**config.mk**
```make
export PLATFORM = sky130hd
export DESIGN_NAME = hold_timer_fan_ramp_control_top
export DESIGN_NICKNAME = d
export VERILOG_FILES = /design/src/design/htfr_pkg.sv /design/src/design/htfr_cfg.sv /design/src/design/htfr_core.sv /design/src/design/hold_timer_fan_ramp_control_top.sv
export VERILOG_INCLUDE_DIRS = /design/src /design/src/design
export SDC_FILE = /design/constraint.sdc
export NUM_CORES = 1
export LEC_CHECK = 0
export ABC_CLOCK_PERIOD_IN_PS = 19500
export BUFFER_PORTS_ARGS = -buffer_cell sky130_fd_sc_hd__buf_4
export CAP_MARGIN = 20
export CORE_MARGIN = 2
export CORE_UTILIZATION = 67
export CTS_BUF_LIST = sky130_fd_sc_hd__clkbuf_8 sky130_fd_sc_hd__clkbuf_16
export DETAILED_ROUTE_END_ITERATION = 8
export PLACE_DENSITY = 0.93
export SYNTH_ARGS = -nofsm -noshare
export SYNTH_HDL_FRONTEND = slang
export SYNTH_SLANG_ARGS = --single-unit
```
**constraint.sdc**
```tcl
create_clock -name clock -period 19.5 [get_ports clock]
set_input_delay 0.975 -clock clock [delete_from_list [all_inputs] [get_ports clock]]
set_output_delay 0.975 -clock clock [all_outputs]
set_load 0.01 [all_outputs]
```
**src/design/hold_timer_fan_ramp_control_top_defines.svh**
```systemverilog
// Assertion macros for the hold timer / fan ramp block.
// Used by hold_timer_fan_ramp_control_top; expects clock and reset in scope.
`ifndef HOLD_TIMER_FAN_RAMP_CONTROL_TOP_DEFINES_SVH
`define HOLD_TIMER_FAN_RAMP_CONTROL_TOP_DEFINES_SVH

// same-cycle implication
`define HTFR_ASSERT_NOW(label, ante, cons, msg) \
   label: assert property (@(posedge clock) disable iff (reset) (ante) |-> (cons)) \
      else $error(msg);

// next-cycle implication
`define HTFR_ASSERT_NEXT(label, ante, cons, msg) \
   label: assert property (@(posedge clock) disable iff (reset) (ante) |=> (cons)) \
      else $error(msg);

`endif

```
**src/design/htfr_pkg.sv**
```systemverilog
// Shared types and constants for the hold timer / fan ramp block.
// No dependencies.
`timescale 1ns / 1ps

package htfr_pkg;

   localparam int unsigned TIME_W = 32;
   localparam int unsigned MS_W   = 16;
   localparam int unsigned DUTY_W = 7;
   localparam int unsigned IDX_W  = 3;

   localparam logic [DUTY_W-1:0] DUTY_MAX = 7'd100;

   localparam logic [IDX_W-1:0] REG_ARM_DELAY  = 3'd0;
   localparam logic [IDX_W-1:0] REG_HOLD       = 3'd1;
   localparam logic [IDX_W-1:0] REG_ON_DUTY    = 3'd2;
   localparam logic [IDX_W-1:0] REG_SOFT_START = 3'd3;
   localparam logic [IDX_W-1:0] REG_SOFT_STOP  = 3'd4;
   localparam logic [IDX_W-1:0] REG_POLARITY   = 3'd5;

   localparam int unsigned RST_ARM_DELAY  = 1000;
   localparam int unsigned RST_HOLD       = 2000;
   localparam int unsigned RST_ON_DUTY    = 80;
   localparam int unsigned RST_SOFT_START = 2000;
   localparam int unsigned RST_SOFT_STOP  = 1000;
   localparam int unsigned RST_UP_INT     = RST_SOFT_START / RST_ON_DUTY;
   localparam int unsigned RST_DN_INT     = RST_SOFT_STOP / RST_ON_DUTY;

   // one quotient bit per step, counter holds 0..MS_W
   localparam int unsigned DIV_STEPS = MS_W;
   localparam int unsigned CNT_W     = $clog2(DIV_STEPS + 1);

   typedef struct packed {
      logic [TIME_W-1:0] now_time;
      logic              is_moving;
   } req_type;

   typedef struct packed {
      logic              brush_on;
      logic              brush_pin;
      logic [DUTY_W-1:0] fan_duty;
      logic              duty_changed;
      logic              is_armed;
   } rsp_type;

   typedef struct packed {
      logic [MS_W-1:0]   arm_delay;
      logic [MS_W-1:0]   hold;
      logic [DUTY_W-1:0] on_duty;
      logic              active_high;
      logic [MS_W-1:0]   up_int;
      logic [MS_W-1:0]   dn_int;
      logic              busy;
   } cfg_type;

   function automatic logic [DUTY_W-1:0] eff_duty(input logic [DUTY_W-1:0] d);
      return (d > DUTY_MAX) ? DUTY_MAX : d;
   endfunction

endpackage

```
**src/design/htfr_cfg.sv**
```systemverilog
// Configuration registers and the serial divider for the ramp step intervals.
// Depends on htfr_pkg.
`timescale 1ns / 1ps

module htfr_cfg (
   input  logic                       clock,
   input  logic                       reset,
   input  logic                       csr_we,
   input  logic [htfr_pkg::IDX_W-1:0] csr_index,
   input  logic [htfr_pkg::MS_W-1:0]  csr_wdata,
   output htfr_pkg::cfg_type          cfg
);
   import htfr_pkg::*;

   logic [MS_W-1:0]   arm_delay_ff, hold_ff, soft_start_ff, soft_stop_ff;
   logic [DUTY_W-1:0] on_duty_ff;
   logic              active_high_ff;
   logic              pend_ff;
   logic [CNT_W-1:0]  cnt_ff, cnt_in;
   logic [MS_W-1:0]   uq_ff, uq_in, dq_ff, dq_in;
   logic [DUTY_W-1:0] ur_ff, ur_in, dr_ff, dr_in;
   logic [DUTY_W-1:0] span_ff;
   logic [MS_W-1:0]   up_int_ff, up_int_in, dn_int_ff, dn_int_in;
   logic [DUTY_W-1:0] span_calc;
   logic [DUTY_W:0]   u_sh, d_sh, u_sub, d_sub;

   always_ff @(posedge clock) begin
      if (reset) begin
         arm_delay_ff   <= MS_W'(RST_ARM_DELAY);
         hold_ff        <= MS_W'(RST_HOLD);
         on_duty_ff     <= DUTY_W'(RST_ON_DUTY);
         soft_start_ff  <= MS_W'(RST_SOFT_START);
         soft_stop_ff   <= MS_W'(RST_SOFT_STOP);
         active_high_ff <= 1'b1;
      end else if (csr_we) begin
         case (csr_index)
            REG_ARM_DELAY:  arm_delay_ff   <= csr_wdata;
            REG_HOLD:       hold_ff        <= csr_wdata;
            REG_ON_DUTY:    on_duty_ff     <= csr_wdata[DUTY_W-1:0];
            REG_SOFT_START: soft_start_ff  <= csr_wdata;
            REG_SOFT_STOP:  soft_stop_ff   <= csr_wdata;
            REG_POLARITY:   active_high_ff <= csr_wdata[0];
            default: ;
         endcase
      end
   end

   assign span_calc = (eff_duty(on_duty_ff) == '0) ? DUTY_W'(1) : eff_duty(on_duty_ff);

   // restoring division, both dividends share one divisor
   always_comb begin
      u_sh      = {ur_ff, uq_ff[MS_W-1]};
      d_sh      = {dr_ff, dq_ff[MS_W-1]};
      u_sub     = u_sh - {1'b0, span_ff};
      d_sub     = d_sh - {1'b0, span_ff};
      cnt_in    = cnt_ff;
      uq_in     = uq_ff;
      dq_in     = dq_ff;
      ur_in     = ur_ff;
      dr_in     = dr_ff;
      up_int_in = up_int_ff;
      dn_int_in = dn_int_ff;
      if (pend_ff) begin
         cnt_in = CNT_W'(DIV_STEPS);
         uq_in  = soft_start_ff;
         dq_in  = soft_stop_ff;
         ur_in  = '0;
         dr_in  = '0;
      end else if (cnt_ff != '0) begin
         cnt_in = cnt_ff - CNT_W'(1);
         if (u_sh >= {1'b0, span_ff}) begin
            ur_in = u_sub[DUTY_W-1:0];
            uq_in = {uq_ff[MS_W-2:0], 1'b1};
         end else begin
            ur_in = u_sh[DUTY_W-1:0];
            uq_in = {uq_ff[MS_W-2:0], 1'b0};
         end
         if (d_sh >= {1'b0, span_ff}) begin
            dr_in = d_sub[DUTY_W-1:0];
            dq_in = {dq_ff[MS_W-2:0], 1'b1};
         end else begin
            dr_in = d_sh[DUTY_W-1:0];
            dq_in = {dq_ff[MS_W-2:0], 1'b0};
         end
         if (cnt_ff == CNT_W'(1)) begin
            up_int_in = (uq_in == '0) ? MS_W'(1) : uq_in;
            dn_int_in = (dq_in == '0) ? MS_W'(1) : dq_in;
         end
      end
   end

   always_ff @(posedge clock) begin
      if (reset) begin
         pend_ff   <= 1'b0;
         cnt_ff    <= '0;
         up_int_ff <= MS_W'(RST_UP_INT);
         dn_int_ff <= MS_W'(RST_DN_INT);
      end else begin
         pend_ff   <= csr_we;
         cnt_ff    <= csr_we ? '0 : cnt_in;
         up_int_ff <= up_int_in;
         dn_int_ff <= dn_int_in;
      end
   end

   always_ff @(posedge clock) begin
      uq_ff   <= uq_in;
      dq_ff   <= dq_in;
      ur_ff   <= ur_in;
      dr_ff   <= dr_in;
      if (pend_ff) begin
         span_ff <= span_calc;
      end
   end

   assign cfg.arm_delay   = arm_delay_ff;
   assign cfg.hold        = hold_ff;
   assign cfg.on_duty     = on_duty_ff;
   assign cfg.active_high = active_high_ff;
   assign cfg.up_int      = up_int_ff;
   assign cfg.dn_int      = dn_int_ff;
   assign cfg.busy        = csr_we | pend_ff | (cnt_ff != '0);

endmodule

```
**src/design/htfr_core.sv**
```systemverilog
// Input register, timer state, duty ramp step and result register.
// Depends on htfr_pkg.
`timescale 1ns / 1ps

module htfr_core (
   input  logic              clock,
   input  logic              reset,
   input  htfr_pkg::cfg_type cfg,
   input  logic              req_valid,
   output logic              req_ready,
   input  htfr_pkg::req_type req_data,
   output logic              rsp_valid,
   input  logic              rsp_ready,
   output htfr_pkg::rsp_type rsp_data
);
   import htfr_pkg::*;

   logic              s1_valid_ff;
   req_type           s1_data_ff;
   logic              rsp_valid_ff;
   rsp_type           rsp_data_ff, rsp_data_in;

   logic              armed_ff, armed_in;
   logic              clean_ff, clean_in;
   logic [TIME_W-1:0] last_ff, last_in;
   logic [TIME_W-1:0] ramp_ff, ramp_in;
   logic [DUTY_W-1:0] duty_ff, duty_in;
   logic [DUTY_W-1:0] goal_ff, goal_in;

   logic              adv;
   logic              active;
   logic              want;
   logic              rising;
   logic              changed;
   logic [TIME_W-1:0] now;
   logic [TIME_W-1:0] move_diff;
   logic [TIME_W-1:0] ramp_diff;
   logic [MS_W-1:0]   interval;

   assign adv       = s1_valid_ff & (~rsp_valid_ff | rsp_ready);
   assign req_ready = ~cfg.busy & (~s1_valid_ff | adv);
   assign now       = s1_data_ff.now_time;

   always_comb begin
      active    = armed_ff | (now >= TIME_W'(cfg.arm_delay));
      // on the arming transfer the last move sits exactly hold_ms back
      move_diff = armed_ff ? (now - last_ff) : TIME_W'(cfg.hold);
      ramp_diff = armed_ff ? (now - ramp_ff) : '0;
      want      = s1_data_ff.is_moving | (move_diff < TIME_W'(cfg.hold));

      armed_in  = armed_ff;
      clean_in  = clean_ff;
      last_in   = last_ff;
      ramp_in   = ramp_ff;
      duty_in   = duty_ff;
      goal_in   = goal_ff;
      changed   = 1'b0;
      rising    = 1'b0;
      interval  = cfg.dn_int;

      if (active) begin
         armed_in = 1'b1;
         if (!armed_ff) begin
            last_in = now - TIME_W'(cfg.hold);
            ramp_in = now;
         end
         if (s1_data_ff.is_moving) begin
            last_in = now;
         end
         if (want != clean_ff) begin
            clean_in = want;
            goal_in  = want ? eff_duty(cfg.on_duty) : '0;
         end
         if (duty_ff != goal_in) begin
            rising   = duty_ff < goal_in;
            interval = rising ? cfg.up_int : cfg.dn_int;
            if (ramp_diff >= TIME_W'(interval)) begin
               ramp_in = now;
               duty_in = rising ? duty_ff + DUTY_W'(1) : duty_ff - DUTY_W'(1);
               changed = 1'b1;
            end
         end
      end

      rsp_data_in.brush_on     = clean_in;
      rsp_data_in.brush_pin    = cfg.active_high ? clean_in : ~clean_in;
      rsp_data_in.fan_duty     = duty_in;
      rsp_data_in.duty_changed = changed;
      rsp_data_in.is_armed     = armed_in;
   end

   always_ff @(posedge clock) begin
      if (reset) begin
         s1_valid_ff  <= 1'b0;
         rsp_valid_ff <= 1'b0;
         armed_ff     <= 1'b0;
         clean_ff     <= 1'b0;
         last_ff      <= '0;
         ramp_ff      <= '0;
         duty_ff      <= '0;
         goal_ff      <= '0;
      end else begin
         if (req_valid && req_ready) begin
            s1_valid_ff <= 1'b1;
         end else if (adv) begin
            s1_valid_ff <= 1'b0;
         end
         if (adv) begin
            rsp_valid_ff <= 1'b1;
            armed_ff     <= armed_in;
            clean_ff     <= clean_in;
            last_ff      <= last_in;
            ramp_ff      <= ramp_in;
            duty_ff      <= duty_in;
            goal_ff      <= goal_in;
         end else if (rsp_ready) begin
            rsp_valid_ff <= 1'b0;
         end
      end
   end

   always_ff @(posedge clock) begin
      if (req_valid && req_ready) begin
         s1_data_ff <= req_data;
      end
      if (adv) begin
         rsp_data_ff <= rsp_data_in;
      end
   end

   assign rsp_valid = rsp_valid_ff;
   assign rsp_data  = rsp_data_ff;

endmodule

```
**src/design/hold_timer_fan_ramp_control_top.sv**
```systemverilog
// Top level of the hold timer / fan ramp block: configuration and timer core.
// Depends on htfr_pkg, htfr_cfg, htfr_core and the defines header.
`timescale 1ns / 1ps
`include "hold_timer_fan_ramp_control_top_defines.svh"

// Brush off-delay timer with a soft-start / soft-stop fan duty ramp.
// req channel: valid/ready, one transfer per timer tick carrying now_time (ms)
//   and is_moving. rsp channel: valid/ready, one result per request with the
//   brush state, brush pin level, fan duty, a duty-step flag and the armed flag.
// csr port: write enable, register index and 16-bit data, no wait state.
//   Indexes 0..5 are arm delay, hold, on duty, soft start, soft stop and
//   polarity; other indexes are ignored.
// The request path is the input register, then the result register. Throughput: one
//   transfer per cycle while rsp is not stalled and no interval rebuild runs,
//   set by the combinational timer update between the two registers.
// After each csr write the ramp step intervals are rebuilt by a serial
//   divider, one quotient bit a cycle; req_ready stays low until it is done.
// Reset clears the timer state (not armed, brush off, duty 0) and loads the
//   default registers with their intervals ready; no requests are blocked.
// A stalled rsp holds its result; the input register keeps accepting until
//   both stages are full, then req_ready drops.
module hold_timer_fan_ramp_control_top (
   input  logic                       clock,
   input  logic                       reset,
   input  logic                       req_valid,
   output logic                       req_ready,
   input  htfr_pkg::req_type          req_data,
   output logic                       rsp_valid,
   input  logic                       rsp_ready,
   output htfr_pkg::rsp_type          rsp_data,
   input  logic                       csr_we,
   input  logic [htfr_pkg::IDX_W-1:0] csr_index,
   input  logic [htfr_pkg::MS_W-1:0]  csr_wdata
);
   import htfr_pkg::*;

   cfg_type cfg;
   logic    step_seen;

   htfr_cfg u_cfg (
      .clock     (clock),
      .reset     (reset),
      .csr_we    (csr_we),
      .csr_index (csr_index),
      .csr_wdata (csr_wdata),
      .cfg       (cfg)
   );

   htfr_core u_core (
      .clock     (clock),
      .reset     (reset),
      .cfg       (cfg),
      .req_valid (req_valid),
      .req_ready (req_ready),
      .req_data  (req_data),
      .rsp_valid (rsp_valid),
      .rsp_ready (rsp_ready),
      .rsp_data  (rsp_data)
   );

   assign step_seen = rsp_valid & rsp_data.duty_changed;

   `HTFR_ASSERT_NOW(a_busy_blocks_req, cfg.busy, !req_ready, "req taken while intervals rebuild")
   `HTFR_ASSERT_NEXT(a_we_blocks_req, csr_we, !req_ready, "req ready right after csr write")
   `HTFR_ASSERT_NOW(a_step_needs_arm, step_seen, rsp_data.is_armed, "duty step before arming")
   `HTFR_ASSERT_NOW(a_duty_range, rsp_valid, rsp_data.fan_duty <= DUTY_MAX, "duty above max")

endmodule
```
==> metrics.txt <==
status=completed; Post-CTS Setup Repair Bufs=0; cts bufs inserted=30; Die H=172 um; Starting Density=67.9%; largest cells by area after synthesis=dfxtp_1 22%, edfxtp_1 13%, ha_1 10%, nand2_1 5.6%, a21oi_1 5.1%; Worst Path Class, Setup=flop to flop; Total Wirelength=57300 um; Synth Instances=2250; hold depth=2; TritonRoute pass-1 iters=8; initial antenna violation count=1; ANT nets after route=0; Post-Syn Nets=2467; clk_skew=0.0159 ns; sequential group share of total power=40.2%; Core Region=27700 um2; critical path's largest stage delay=0.83 ns; port buffer count=69; vias per cell=6.66; Yosys reg bits=289; Register-to-Register Path Depth=47; Clock Latency Late Sink=0.58 ns; vias in the first global route=16400; Power Density=87.6 nW/um2; share of layout cells above drive strength 1=8.90%; DRT iter0 DRCs=2445; largest area contributor in the netlist=dfxtp_1; Hold WS=0.455 ns; syn_area_per_cell=8.36 um2; CP Capture Type=flop; Main synth FF type=dfxtp_1; synth warn=0; Layout area overhead=9.45%; CTS clk-pin slew, worst paths=0.07 ns; GPL Wtd Cong=0.993; nets=2475; H-tree Lvls=1; number of hold buffers added after cts=0; Net Sw Power=0.592 mW; CTS root buf=clkbuf_16; CTS tree=yes; Worst-Margin Slew=1.17 ns; logic gate share of total power=26.9%; Seq/Total Area, Yosys=35.2%; HP Class=flop to flop; DRC=0; Syn Std Cell Area=18800 um2; # IOs=70; dpl hpwl=40100 um; Int Power=1.21 mW; fmax=0.0922 GHz; leakage=8.12 nW; Final TNS setup=0 ns; # diodes=0; grt total ovfl=0; switching share of power=32.8%; first-pass GRT wire length=87000 um; Worst EP arrival=11.28 ns; CP Launch Type=flop; final worst path period share=55.6%; Async SR Flop Fraction=0%; GRT Total Usage=37.2%; Max Slew Vio Count=0; clk sinks=289; peak supply drop=0.0703 mV; Worst EP required=19.94 ns; top cell type's share of synthesized area=21.9%; average wire per standard cell=21.5 um; vias post-DR=17700; Die Footprint=29400 um2; Yosys cell types=79; clock power share=32.8%; row count=61; Crit Path Max Fanout=32; Clock Path Buffers=3; max_cap viols=0; CTS resizes=0; Finish-stage setup viols=0; Rel. slew slack=22.0%; Post-synth EDFFs=83; CP max stage cell=o311ai_0; RSZ-0062 raised after global routing=false; Tmin final=10.84 ns; largest net degree at the start of global routing=119; Final Hold Vio Count=0; Die W=172 um
[worst paths after layout]
| path | start | to | slack, ns |
|---|---|---|---|
| setup / recovery | u_core.now[0]$_DFFE_PP_ | u_core.ramp_ff[5]$_SDFFE_PP0P_ | 8.66 |
| hold / removal | u_cfg.dn_int_ff[8]$_SDFFE_PP0P_ | u_cfg.dn_int_ff[8]$_SDFFE_PP0P_ | 0.45 |
| setup reg to reg | u_core.now[0]$_DFFE_PP_ | u_core.ramp_ff[5]$_SDFFE_PP0P_ | 8.66 |
| hold reg to reg | u_cfg.dn_int_ff[8]$_SDFFE_PP0P_ | u_cfg.dn_int_ff[8]$_SDFFE_PP0P_ | 0.45 |
[through the flow]
step	std cells	setup WS (ns)	cell area, um2	power (mW)	util (%)
floorplan	2250	9.95	18800	1.06	-
global placement	2600	9.56	19500	1.17	70.4
detailed placement	2601	9.13	19500	1.19	70.4
CTS	2657	9.09	20500	1.78	74.1
global route	2660	8.10	20600	1.87	74.3
finish	2660	8.66	20600	1.80	74.3
[critical path: cells and delay by family, from the launching register on]
kind / cells / cell delay (ns)
AO/OA/AOI/OAI: 21 / 4.46
XOR/XNOR: 1 / 0.20
adder cells (fa/ha/maj): 5 / 1.23
buffers and inverters: 4 / 1.32
flip-flops: 1 / 0.43
multiplexers: 2 / 0.54
AND/OR/NAND/NOR: 14 / 2.48
[power groups by stage]
stage	combinational (mW)	sequential, mW	clock, mW
floorplan	0.346	0.715	0
global placement	0.439	0.730	0
detailed placement	0.460	0.733	0
CTS	0.468	0.721	0.591
global route	0.527	0.728	0.615
finish	0.485	0.726	0.592
[Yosys cell counts, types with 8 or more instances]
cell,number
o31ai_1,8
inv_1,133
a211oi_1,45
o21ai_0,96
ha_1,154
o211ai_1,24
nor2b_1,30
xnor2_1,51
nor2_1,213
mux2i_1,69
edfxtp_1,83
and3_1,19
o21a_1,32
clkbuf_1,99
dfxtp_1,206
a21o_1,30
a311oi_1,12
or2_2,11
nor3_1,59
and2_1,18
or3_1,8
nor3b_1,8
o22ai_1,8
a31oi_1,24
nor4_1,17
and4_1,8
nand4_1,24
nand2b_1,24
mux2_2,37
nand3_1,34
a21oi_1,193
a211o_1,22
nand2_1,282
nand3b_1,28
or3b_2,8
xor2_1,21
a22oi_1,10
[per-layer routing]
layer	vias to the layer above	wire length (um)	GRT usage [%]
met3	257	6350	7.75
li1	8085	-	-
met5	-	13	0
met1	8260	22800	50.6
met4	2	2810	14.7
met2	1105	25400	58.0
[cell type report]
class | instances | area, um2
multi-input combinational | 1715 | 11300
fill | 1920 | 7110
clock inverter | 23 | 229
timing repair buffer | 87 | 701
inverter | 135 | 507
sequential | 289 | 6620
clock buffer | 33 | 792
tap | 378 | 473
[kinds of logic (layout without fill, tap and decap cells)]
group / after synthesis / after routing / synth area share [%]
mux: 106 / 106 / 5.88
compound gates: 569 / 569 / 19.3
fa+ha+maj: 160 / 160 / 10.9
simple gates: 808 / 808 / 20.3
flops: 289 / 289 / 35.2
xor+xnor: 72 / 72 / 3.35
buf+inv: 246 / 278 / 5.06
[cells in the final DEF, fill, tap and decap left out, types with 69 or more instances in the layout]
cell type / n
dfxtp_1: 205
buf_4: 83
nor2_1: 213
nand2_1: 282
mux2i_1: 69
a21oi_1: 193
inv_1: 140
o21ai_0: 96
ha_1: 154
edfxtp_1: 83
Note: power is estimated with default switching activity, not from simulation.
